File: src/hdl/wfpd_pkg.sv
// shared types, constants and helpers for the wall following pd drive
`timescale 1ns / 1ps
package wfpd_pkg;

  // saturated distance, unsigned q15.8 maximum
  localparam logic [22:0] QMAX = 23'h7FFFFF;
  localparam logic [20:0] SIDE_NUM = 21'd156383;
  localparam logic [20:0] SIDE_OFF = 21'd116;
  localparam logic [20:0] FRONT_NUM = 21'd1334565;
  localparam logic [20:0] FRONT_OFF = 21'd1450;
  localparam logic [23:0] MEAN_OFFSET = 24'd2304;

  // serial divider and multiplier sizes
  localparam int SNS_NW = 21;
  localparam int SNS_DW = 8;
  localparam int DER_NW = 55;
  localparam int DER_DW = 32;
  localparam int MUL_AW = 31;
  localparam int MUL_BW = 24;

  localparam int CFG_IDX_W = 3;
  localparam int CFG_DATA_W = 31;

  typedef enum logic [CFG_IDX_W-1:0] {
    REG_BASE_SPEED      = 3'd0,
    REG_GAIN            = 3'd1,
    REG_DERIVATIVE_TIME = 3'd2,
    REG_TARGET_DISTANCE = 3'd3,
    REG_FRONT_LIMIT     = 3'd4,
    REG_WALL_WINDOW     = 3'd5,
    REG_SQUARE_DEADBAND = 3'd6,
    REG_CORRECTION_PWM  = 3'd7
  } cfg_reg_e;

  typedef enum logic [2:0] {
    ACT_STOP         = 3'd0,
    ACT_PD_DRIVE     = 3'd1,
    ACT_ROTATE_RIGHT = 3'd2,
    ACT_ROTATE_LEFT  = 3'd3,
    ACT_OBSTACLE     = 3'd4,
    ACT_WALL_LOST    = 3'd5
  } action_e;

  typedef struct packed {
    logic [7:0]  right_front_raw;
    logic [7:0]  right_back_raw;
    logic [7:0]  front_raw;
    logic [31:0] elapsed_cycles;
  } in_t;

  typedef struct packed {
    logic [2:0] action;
    logic [7:0] left_pwm;
    logic [7:0] right_pwm;
    logic       left_forward;
    logic       right_forward;
  } out_t;

  // handshake between sequencer and a serial unit
  typedef struct packed {
    logic start;
    logic done;
  } unit_ctl_t;

  // clamp a signed q56.8 duty to 0..255 whole steps
  function automatic logic [7:0] clamp_pwm(input logic signed [63:0] v);
    logic [7:0] r;
    if (v < 64'sd0) begin
      r = 8'd0;
    end else if (v > 64'sd65280) begin
      r = 8'd255;
    end else begin
      r = v[15:8];
    end
    return r;
  endfunction

endpackage

File: src/hdl/wfpd_sdiv.sv
// bit-serial restoring divider, one quotient bit per cycle
`timescale 1ns / 1ps
module wfpd_sdiv #(
  parameter int NW = wfpd_pkg::SNS_NW,
  parameter int DW = wfpd_pkg::SNS_DW
) (
  input  logic          clk_i,
  input  logic          rst_ni,
  input  logic          start_i,
  input  logic [NW-1:0] num_i,
  input  logic [DW-1:0] den_i,
  output logic          done_o,
  output logic [NW-1:0] quot_o
);

  localparam int CW = $clog2(NW + 1);

  logic [DW-1:0] rem_q, den_q;
  logic [NW-1:0] quo_q;
  logic [CW-1:0] cnt_q;
  logic          run_q, done_q;
  logic [DW:0]   trial;
  logic          ge;

  // shift in the next numerator bit and try a subtract
  assign trial = {rem_q, quo_q[NW-1]};
  assign ge    = trial >= {1'b0, den_q};

  always_ff @(posedge clk_i or negedge rst_ni) begin
    if (!rst_ni) begin
      run_q  <= 1'b0;
      done_q <= 1'b0;
      cnt_q  <= '0;
    end else begin
      done_q <= 1'b0;
      if (start_i) begin
        run_q <= 1'b1;
        cnt_q <= CW'(NW);
      end else if (run_q) begin
        cnt_q <= cnt_q - CW'(1);
        if (cnt_q == CW'(1)) begin
          run_q  <= 1'b0;
          done_q <= 1'b1;
        end
      end
    end
  end

  // datapath
  always_ff @(posedge clk_i) begin
    if (start_i) begin
      rem_q <= '0;
      quo_q <= num_i;
      den_q <= den_i;
    end else if (run_q) begin
      rem_q <= ge ? DW'(trial - {1'b0, den_q}) : trial[DW-1:0];
      quo_q <= {quo_q[NW-2:0], ge};
    end
  end

  assign done_o = done_q;
  assign quot_o = quo_q;

endmodule

File: src/hdl/wfpd_smul.sv
// bit-serial shift-add multiplier, one multiplier bit per cycle
`timescale 1ns / 1ps
module wfpd_smul #(
  parameter int AW = wfpd_pkg::MUL_AW,
  parameter int BW = wfpd_pkg::MUL_BW
) (
  input  logic             clk_i,
  input  logic             rst_ni,
  input  logic             start_i,
  input  logic [AW-1:0]    a_i,
  input  logic [BW-1:0]    b_i,
  output logic             done_o,
  output logic [AW+BW-1:0] prod_o
);

  localparam int CW = $clog2(BW + 1);

  logic [AW-1:0]    a_q;
  logic [AW+BW-1:0] p_q;
  logic [CW-1:0]    cnt_q;
  logic             run_q, done_q;
  logic [AW:0]      sum;

  // add the multiplicand when the low bit is set
  assign sum = {1'b0, p_q[AW+BW-1:BW]} + (p_q[0] ? {1'b0, a_q} : '0);

  always_ff @(posedge clk_i or negedge rst_ni) begin
    if (!rst_ni) begin
      run_q  <= 1'b0;
      done_q <= 1'b0;
      cnt_q  <= '0;
    end else begin
      done_q <= 1'b0;
      if (start_i) begin
        run_q <= 1'b1;
        cnt_q <= CW'(BW);
      end else if (run_q) begin
        cnt_q <= cnt_q - CW'(1);
        if (cnt_q == CW'(1)) begin
          run_q  <= 1'b0;
          done_q <= 1'b1;
        end
      end
    end
  end

  // partial product shifts right each step
  always_ff @(posedge clk_i) begin
    if (start_i) begin
      a_q <= a_i;
      p_q <= {{AW{1'b0}}, b_i};
    end else if (run_q) begin
      p_q <= {sum, p_q[BW-1:1]};
    end
  end

  assign done_o = done_q;
  assign prod_o = p_q;

endmodule

File: src/hdl/wall_follow_pd_drive.sv
// wall following pd drive: sequencer, config registers and result register
// each item: three sensor conversions in turn (a divide, or a direct saturate for a raw
// zero), then decide and load; pd adds the gain and clamp states, and with nonzero elapsed
// time a multiply and then a divide before them
// one item at a time: a new item is taken only in idle, entered when the result is loaded
// reset: registers to defaults, previous mean 0, first sample pending, no tracking
`timescale 1ns / 1ps
module wall_follow_pd_drive (
  input  logic                                 clk_i,
  input  logic                                 rst_ni,
  input  logic                                 in_valid_i,
  output logic                                 in_ready_o,
  input  wfpd_pkg::in_t                        in_data_i,
  output logic                                 out_valid_o,
  input  logic                                 out_ready_i,
  output wfpd_pkg::out_t                       out_data_o,
  input  logic                                 cfg_we_i,
  input  logic [wfpd_pkg::CFG_IDX_W-1:0]       cfg_idx_i,
  input  logic [wfpd_pkg::CFG_DATA_W-1:0]      cfg_wdata_i
);

  typedef enum logic [3:0] {
    ST_IDLE, ST_CONV, ST_CWAIT, ST_DECIDE, ST_MUL, ST_DDIV, ST_GAIN, ST_CLAMP, ST_FIN
  } state_e;

  localparam int SNW = wfpd_pkg::SNS_NW;
  localparam int DNW = wfpd_pkg::DER_NW;
  localparam int MAW = wfpd_pkg::MUL_AW;
  localparam int MBW = wfpd_pkg::MUL_BW;

  state_e state_q;

  // configuration
  logic [7:0]  base_q, target_q, flimit_q, window_q, dband_q, corr_q;
  logic [3:0]  gain_q;
  logic [30:0] td_q;

  // item and control state
  wfpd_pkg::in_t item_q;
  logic [1:0]    k_q;
  logic [22:0]   s1_q, s2_q, f_q, prev_q, mean_q;
  logic          first_q, track_q, neg_q;
  logic signed [55:0] der_q;
  logic signed [61:0] u_q;
  logic [2:0]    act_q;
  logic [7:0]    lp_q, rp_q;
  logic          lf_q, rf_q;
  wfpd_pkg::out_t out_q;
  logic          out_valid_q;
  logic          fin_load;

  // sensor divider
  wfpd_pkg::unit_ctl_t sdiv_ctl, mul_ctl, ddiv_ctl;
  logic [7:0]     raw;
  logic [SNW-1:0] snum, squot, sval;
  logic [MAW+MBW-1:0] prod;
  logic [DNW-1:0]     dquot;

  always_comb begin
    case (k_q)
      2'd0:    raw = item_q.right_front_raw;
      2'd1:    raw = item_q.right_back_raw;
      default: raw = item_q.front_raw;
    endcase
  end

  // rounded reciprocal: (num + raw/2) / raw
  assign snum = ((k_q == 2'd2) ? wfpd_pkg::FRONT_NUM : wfpd_pkg::SIDE_NUM)
                + SNW'(raw >> 1);
  assign sval = squot - ((k_q == 2'd2) ? wfpd_pkg::FRONT_OFF : wfpd_pkg::SIDE_OFF);
  assign sdiv_ctl.start = (state_q == ST_CONV) && (raw != 8'd0);

  wfpd_sdiv #(.NW(SNW), .DW(wfpd_pkg::SNS_DW)) u_sdiv (
    .clk_i  (clk_i),
    .rst_ni (rst_ni),
    .start_i(sdiv_ctl.start),
    .num_i  (snum),
    .den_i  (raw),
    .done_o (sdiv_ctl.done),
    .quot_o (squot)
  );

  // decision terms
  logic [23:0] ssum, mraw;
  logic [22:0] mean;
  logic signed [24:0] diff, ndiff, mag, win, dbw;
  logic signed [23:0] delta;
  logic [23:0]   dmag;
  logic          wall, obst, pd;

  assign ssum  = {1'b0, s1_q} + {1'b0, s2_q};
  assign mraw  = {1'b0, ssum[23:1]} + wfpd_pkg::MEAN_OFFSET;
  assign mean  = (mraw > {1'b0, wfpd_pkg::QMAX}) ? wfpd_pkg::QMAX : mraw[22:0];
  assign diff  = $signed({2'b0, s1_q}) - $signed({2'b0, s2_q});
  assign ndiff = -diff;
  assign mag   = diff[24] ? ndiff : diff;
  assign win   = $signed({9'b0, window_q, 8'b0});
  assign dbw   = $signed({9'b0, dband_q, 8'b0});
  assign obst  = f_q < {7'b0, flimit_q, 8'b0};
  assign wall  = (diff < win) && (ndiff < win);
  assign pd    = !first_q && !obst && wall && !(mag > dbw);
  assign delta = $signed({1'b0, prev_q}) - $signed({1'b0, mean});
  assign dmag  = delta[23] ? 24'(-delta) : 24'(delta);

  assign mul_ctl.start = (state_q == ST_DECIDE) && pd && (item_q.elapsed_cycles != 32'd0);

  wfpd_smul #(.AW(MAW), .BW(MBW)) u_smul (
    .clk_i  (clk_i),
    .rst_ni (rst_ni),
    .start_i(mul_ctl.start),
    .a_i    (td_q),
    .b_i    (dmag),
    .done_o (mul_ctl.done),
    .prod_o (prod)
  );

  assign ddiv_ctl.start = (state_q == ST_MUL) && mul_ctl.done;

  wfpd_sdiv #(.NW(DNW), .DW(wfpd_pkg::DER_DW)) u_ddiv (
    .clk_i  (clk_i),
    .rst_ni (rst_ni),
    .start_i(ddiv_ctl.start),
    .num_i  (prod),
    .den_i  (item_q.elapsed_cycles),
    .done_o (ddiv_ctl.done),
    .quot_o (dquot)
  );

  // pd arithmetic
  logic signed [24:0] err;
  logic signed [56:0] esum;
  logic signed [61:0] sext, u_d;
  logic signed [63:0] vbase, vr, vl;

  assign err   = $signed({9'b0, target_q, 8'b0}) - $signed({2'b0, mean_q});
  assign esum  = 57'(err) + 57'(der_q);
  assign sext  = 62'(esum);
  // gain is four bits: shift and add
  assign u_d   = (gain_q[0] ? sext : 62'sd0)
               + (gain_q[1] ? (sext <<< 1) : 62'sd0)
               + (gain_q[2] ? (sext <<< 2) : 62'sd0)
               + (gain_q[3] ? (sext <<< 3) : 62'sd0);
  assign vbase = $signed({48'b0, base_q, 8'b0});
  assign vr    = vbase + 64'(u_q);
  assign vl    = vbase - 64'(u_q);

  // configuration writes
  always_ff @(posedge clk_i or negedge rst_ni) begin
    if (!rst_ni) begin
      base_q   <= 8'd50;
      gain_q   <= 4'd3;
      td_q     <= 31'd128000000;
      target_q <= 8'd18;
      flimit_q <= 8'd50;
      window_q <= 8'd20;
      dband_q  <= 8'd3;
      corr_q   <= 8'd70;
    end else if (cfg_we_i) begin
      case (wfpd_pkg::cfg_reg_e'(cfg_idx_i))
        wfpd_pkg::REG_BASE_SPEED:      base_q   <= cfg_wdata_i[7:0];
        wfpd_pkg::REG_GAIN:            gain_q   <= cfg_wdata_i[3:0];
        wfpd_pkg::REG_DERIVATIVE_TIME: td_q     <= cfg_wdata_i[30:0];
        wfpd_pkg::REG_TARGET_DISTANCE: target_q <= cfg_wdata_i[7:0];
        wfpd_pkg::REG_FRONT_LIMIT:     flimit_q <= cfg_wdata_i[7:0];
        wfpd_pkg::REG_WALL_WINDOW:     window_q <= cfg_wdata_i[7:0];
        wfpd_pkg::REG_SQUARE_DEADBAND: dband_q  <= cfg_wdata_i[7:0];
        wfpd_pkg::REG_CORRECTION_PWM:  corr_q   <= cfg_wdata_i[7:0];
        default: ;
      endcase
    end
  end

  // result register takes a new item when empty or being drained
  assign fin_load = (state_q == ST_FIN) && (!out_valid_q || out_ready_i);

  // sequencer, state and result register
  always_ff @(posedge clk_i or negedge rst_ni) begin
    if (!rst_ni) begin
      state_q     <= ST_IDLE;
      first_q     <= 1'b1;
      track_q     <= 1'b0;
      prev_q      <= '0;
      out_valid_q <= 1'b0;
      k_q         <= '0;
    end else begin
      if (fin_load) begin
        out_valid_q <= 1'b1;
      end else if (out_valid_q && out_ready_i) begin
        out_valid_q <= 1'b0;
      end
      case (state_q)
        ST_IDLE: begin
          if (in_valid_i) begin
            item_q  <= in_data_i;
            k_q     <= 2'd0;
            state_q <= ST_CONV;
          end
        end
        ST_CONV: begin
          if (raw == 8'd0) begin
            case (k_q)
              2'd0:    s1_q <= wfpd_pkg::QMAX;
              2'd1:    s2_q <= wfpd_pkg::QMAX;
              default: f_q  <= wfpd_pkg::QMAX;
            endcase
            if (k_q == 2'd2) begin
              state_q <= ST_DECIDE;
            end else begin
              k_q <= k_q + 2'd1;
            end
          end else begin
            state_q <= ST_CWAIT;
          end
        end
        ST_CWAIT: begin
          if (sdiv_ctl.done) begin
            case (k_q)
              2'd0:    s1_q <= 23'(sval);
              2'd1:    s2_q <= 23'(sval);
              default: f_q  <= 23'(sval);
            endcase
            if (k_q == 2'd2) begin
              state_q <= ST_DECIDE;
            end else begin
              k_q     <= k_q + 2'd1;
              state_q <= ST_CONV;
            end
          end
        end
        ST_DECIDE: begin
          mean_q <= mean;
          prev_q <= mean;
          neg_q  <= delta[23];
          der_q  <= '0;
          act_q  <= wfpd_pkg::ACT_STOP;
          lp_q   <= 8'd0;
          rp_q   <= 8'd0;
          lf_q   <= 1'b0;
          rf_q   <= 1'b0;
          state_q <= ST_FIN;
          if (first_q) begin
            first_q <= 1'b0;
          end else if (obst) begin
            act_q <= wfpd_pkg::ACT_OBSTACLE;
          end else if (wall) begin
            if (mag > dbw) begin
              lp_q <= corr_q;
              rp_q <= corr_q;
              if (diff > 25'sd0) begin
                act_q <= wfpd_pkg::ACT_ROTATE_RIGHT;
                lf_q  <= 1'b1;
              end else begin
                act_q <= wfpd_pkg::ACT_ROTATE_LEFT;
                rf_q  <= 1'b1;
              end
            end else begin
              track_q <= 1'b1;
              state_q <= (item_q.elapsed_cycles != 32'd0) ? ST_MUL : ST_GAIN;
            end
          end else if (track_q) begin
            track_q <= 1'b0;
            act_q   <= wfpd_pkg::ACT_WALL_LOST;
          end
        end
        ST_MUL: begin
          if (mul_ctl.done) begin
            state_q <= ST_DDIV;
          end
        end
        ST_DDIV: begin
          if (ddiv_ctl.done) begin
            der_q   <= neg_q ? -$signed({1'b0, dquot}) : $signed({1'b0, dquot});
            state_q <= ST_GAIN;
          end
        end
        ST_GAIN: begin
          u_q     <= u_d;
          state_q <= ST_CLAMP;
        end
        ST_CLAMP: begin
          act_q   <= wfpd_pkg::ACT_PD_DRIVE;
          rp_q    <= wfpd_pkg::clamp_pwm(vr);
          lp_q    <= wfpd_pkg::clamp_pwm(vl);
          lf_q    <= 1'b1;
          rf_q    <= 1'b1;
          state_q <= ST_FIN;
        end
        ST_FIN: begin
          if (fin_load) begin
            out_q.action        <= act_q;
            out_q.left_pwm      <= lp_q;
            out_q.right_pwm     <= rp_q;
            out_q.left_forward  <= lf_q;
            out_q.right_forward <= rf_q;
            state_q             <= ST_IDLE;
          end
        end
        default: state_q <= ST_IDLE;
      endcase
    end
  end

  assign in_ready_o  = (state_q == ST_IDLE);
  assign out_valid_o = out_valid_q;
  assign out_data_o  = out_q;

endmodule
File: config.mk
export PLATFORM = sky130hd
export DESIGN_NAME = wall_follow_pd_drive
export DESIGN_NICKNAME = d
export VERILOG_FILES = /design/src/hdl/wfpd_pkg.sv /design/src/hdl/wfpd_sdiv.sv /design/src/hdl/wfpd_smul.sv /design/src/hdl/wall_follow_pd_drive.sv
export SDC_FILE = /design/constraint.sdc
export NUM_CORES = 2
export LEC_CHECK = 0
export ABC_AREA = 1
export ABC_CLOCK_PERIOD_IN_PS = 10900
export BUFFER_PORTS_ARGS = -buffer_cell sky130_fd_sc_hd__buf_2
export CAP_MARGIN = 40
export CORE_MARGIN = 8
export CORE_UTILIZATION = 65
export CTS_CLUSTER_DIAMETER = 200
export CTS_CLUSTER_SIZE = 20
export DETAILED_ROUTE_END_ITERATION = 7
export MAX_ROUTING_LAYER = met4
export PLACE_DENSITY = 0.82
export RECOVER_POWER = 50
export SYNTH_ARGS = -nofsm -noshare
export SYNTH_HDL_FRONTEND = slang
export SYNTH_HIERARCHICAL = 1
export SYNTH_SLANG_ARGS = --single-unit
File: constraint.sdc
create_clock -name clk_i -period 10.9 [get_ports clk_i]
set_clock_uncertainty 0.2 [all_clocks]
set_input_delay 0 -clock clk_i [delete_from_list [all_inputs] [get_ports clk_i]]
set_output_delay 0 -clock clk_i [all_outputs]
set_load 0.01 [all_outputs]
==> impl_metrics.json <==
{
  "grt_antenna_before_repair": 3,
  "post_dp_cell_area_um2": 56800,
  "die_y_um": 307,
  "grt_pass1_wl_um": 254000,
  "synth_edf_count": 469,
  "ys_types": 76,
  "synthesis.area_um2": 55000,
  "tns_ps": 0,
  "cp_common_cell": "inv_1",
  "cts.repair.resized": 0,
  "yosys.area.top_type": "edfxtp_1",
  "synth_top_area_share_pct": 25.6,
  "grt-ovfl-total": 0,
  "critical_path_class": "flop to flop",
  "period_share_pct": 85.6,
  "totalWireLength_um": 157000,
  "p_leak_uw": 0.0288,
  "drt_first_pass_iters": 8,
  "setup_viol": 0,
  "hold_path.class": "primary input to flop",
  "hold_viol_final": 0,
  "first_iter_violations": 5065,
  "h-tree-depth": 2,
  "synthTopCellsByArea": "edfxtp_1 (26%), nand2_1 (14%), inv_1 (8.4%)",
  "drc": 2,
  "ys_warn_count": 6,
  "cp_top_family": "compound AO/OA/AOI/OAI gates",
  "crit_buf_inv": 10,
  "finish.utilization_pct": 71.2,
  "row_count": 106,
  "outcome": "finished with violations",
  "grt_pass1_vias": 49400,
  "reg2regPathDepth": 45,
  "min_path_cells": 5,
  "clock_latency_ps": 630,
  "die_w_um": 307,
  "power_density_nw_per_um2": 216,
  "fin_nets": 8254,
  "syn_area_per_cell_um2": 7.36,
  "cts.sink_count": 677,
  "worst-path-max-fanout": 33,
  "grt_start_max_net_pins": 71,
  "die_area_um2": 94100,
  "clockRootBuffer": "clkbuf_16",
  "cts_made_buffers": 39,
  "slew_headroom_pct": -131,
  "peakVddDrop_uv": 258,
  "worst-path-stages": 45,
  "area_growth_pct": 8.38,
  "place_hpwl_um": 119000,
  "slew_viol_final": 584,
  "crit_path_end_kind": "flop",
  "dpl.cell_count": 8618,
  "async_flop_share_pct": 20.2,
  "viasPerCell": 5.69,
  "syn_inst": 7474,
  "synth-seq-area-share_pct": 34.5,
  "wl_per_cell_um": 17.7,
  "ant_nets": 0,
  "final_area_um2": 59600,
  "worst-endpoint-arrival_ps": 9470,
  "critPathLaunchType": "flop",
  "grt_usage_pct": 33.7,
  "slowest_stage": "o311ai_0",
  "cts_tree": "yes",
  "path_clk_slew_ps": 100,
  "clockBufferDepth": 3,
  "timing.fmax_mhz": 107,
  "max_stage_delay_ps": 710,
  "io_pins": 118,
  "rsz0062_at_grt": "no",
  "violations": "design-rule violations, max-capacitance violations, max-slew violations",
  "final.fill_count": 6771,
  "synth_flop_cell": "edfxtp_1",
  "tightest_slew_ps": 3470,
  "drv_cap": 13,
  "fin_cells": 8873,
  "required_ps": 11040,
  "finalCriticalPeriod_ps": 9330,
  "dr_total_vias": 50500,
  "ys_ff_latch": 677,
  "total_power_uw": 12900,
  "drive_gt1_share_pct": 5.57,
  "coreArea_um2": 83700,
  "portBuffers": 117,
  "gp_congestion": 0.989,
  "start_util_pct": 65.7
}
==> state kept, by name (all words and copies together), names as in the netlist, 23 cells and up <==
register       count
item_q            56
mean_q            23
u_smul/prod_o     55
u_ddiv/den_q      32
td_q              31
u_smul/a_q        31
u_ddiv/quot_o     55
u_ddiv/rem_q      32
prev_q            23
u_q               62
der_q             56
==> worst min-delay path, stage by stage <==
cell           delay (ps)
dlygate4sd3_1         530
buf_2                 110
nor2_1                 80
inv_1                  70
nand2_1               100
==> placed cells by master (no fill, tap or decap), drive strengths merged, types with 23 or more instances in the layout <==
cell type	count
a21oi	392
a31oi	50
buf	111
clkbuf	116
dfrtp	112
dfstp	25
dfxtp	71
dlygate4sd3	180
edfxtp	469
fa	125
ha	328
inv	1254
mux2	23
nand2	2127
nand3	372
nand3b	37
nand4	120
nor2	755
nor3	142
nor4	86
o21ai	308
o21bai	24
or2	31
xnor2	79
xor2	222
==> repair_timing <==
action	CTS	global route
hold buffers	181	0
hold endpoints to repair	229	0
setup buffers	0	0
==> stage by stage <==
step	hold slack, ps	setup slack, ps
2_1_floorplan	-496	2670
3_3_place_gp	-237	1790
3_5_place_dp	-236	1720
4_1_cts	77.5	1690
5_1_grt	151	835
6_report	146	1570
==> synth_stat cells, drive strengths merged, types with 13 or more instances <==
cell type,count
nand2,2127
inv,1253
nor2,755
edfxtp,469
a21oi,392
nand3,372
ha,328
o21ai,308
xor2,222
nor3,142
fa,125
nand4,120
dfrtp,112
clkbuf,104
nor4,86
xnor2,79
dfxtp,71
a31oi,50
buf,47
nand3b,37
or2,31
dfstp,25
o21bai,24
mux2,23
o21a,21
and3,19
a21o,17
clkinv,15
a21boi,13
==> final cells by class <==
class / count / area (µm²) / area share, %
Timing Repair Buffer: 340 / 2680 / 4.50
Sequential cell: 677 / 19000 / 31.8
Clock inverter: 4 / 60.1 / 0.101
Multi-Input combinational cell: 5380 / 30600 / 51.4
Clock buffer: 68 / 1080 / 1.82
Inverter: 1268 / 4760 / 7.99
Antenna cell: 2 / 5.00 / 0.00840
Tap cell: 1134 / 1420 / 2.38
==> path summary, 6_finish.rpt <==
path | from | end | slack (ps)
setup / recovery | mean_q[2]$_DFFE_PP_ | u_q[61]$_DFFE_PP_ | 1570
hold / removal | out_ready_i | out_valid_o$_DFFE_PN0P_ | 150
setup reg to reg | mean_q[2]$_DFFE_PP_ | u_q[61]$_DFFE_PP_ | 1570
hold reg to reg | lp_q[6]$_DFFE_PP_ | out_data_o[16]$_DFFE_PP_ | 210
max in group asynchronous | rst_ni | window_q[7]$_DFFE_PN0P_ | 4390
min in group asynchronous | rst_ni | td_q[23]$_DFFE_PN1P_ | 860
==> routing by layer <==
layer | wire, µm | global-route usage [%] | vias to the layer above
li1 | - | - | 24500
met1 | 64700 | 42.3 | 23500
met2 | 75400 | 56.8 | 2069
met3 | 10700 | 3.42 | 417
met4 | 6290 | 11.9 | 0
met5 | 0 | - | -
==> power breakdown <==
part	internal [µW]	total (µW)	switching, µW	leakage (µW)
Clock	691	1580	887	0.000542
Sequential	3420	3740	316	0.00650
Combinational	2540	7580	5040	0.0217
==> kinds of logic (layout without fill, tap and decap cells) <==
logic type / count (synthesis) / after routing / synth area share [%]
AOI/OAI and AO/OA: 889 / 889 / 9.05
xor gates and xnor gates: 301 / 301 / 4.84
adders and majority gates: 453 / 453 / 12.0
buffers and inverters: 1419 / 1680 / 9.96
DFF: 677 / 677 / 34.5
muxes: 23 / 23 / 0.471
other: 2 / 6 / 0.0137
and+or+nand+nor: 3710 / 3710 / 29.1
No activity file was read; power rests on OpenSTA's default activity.
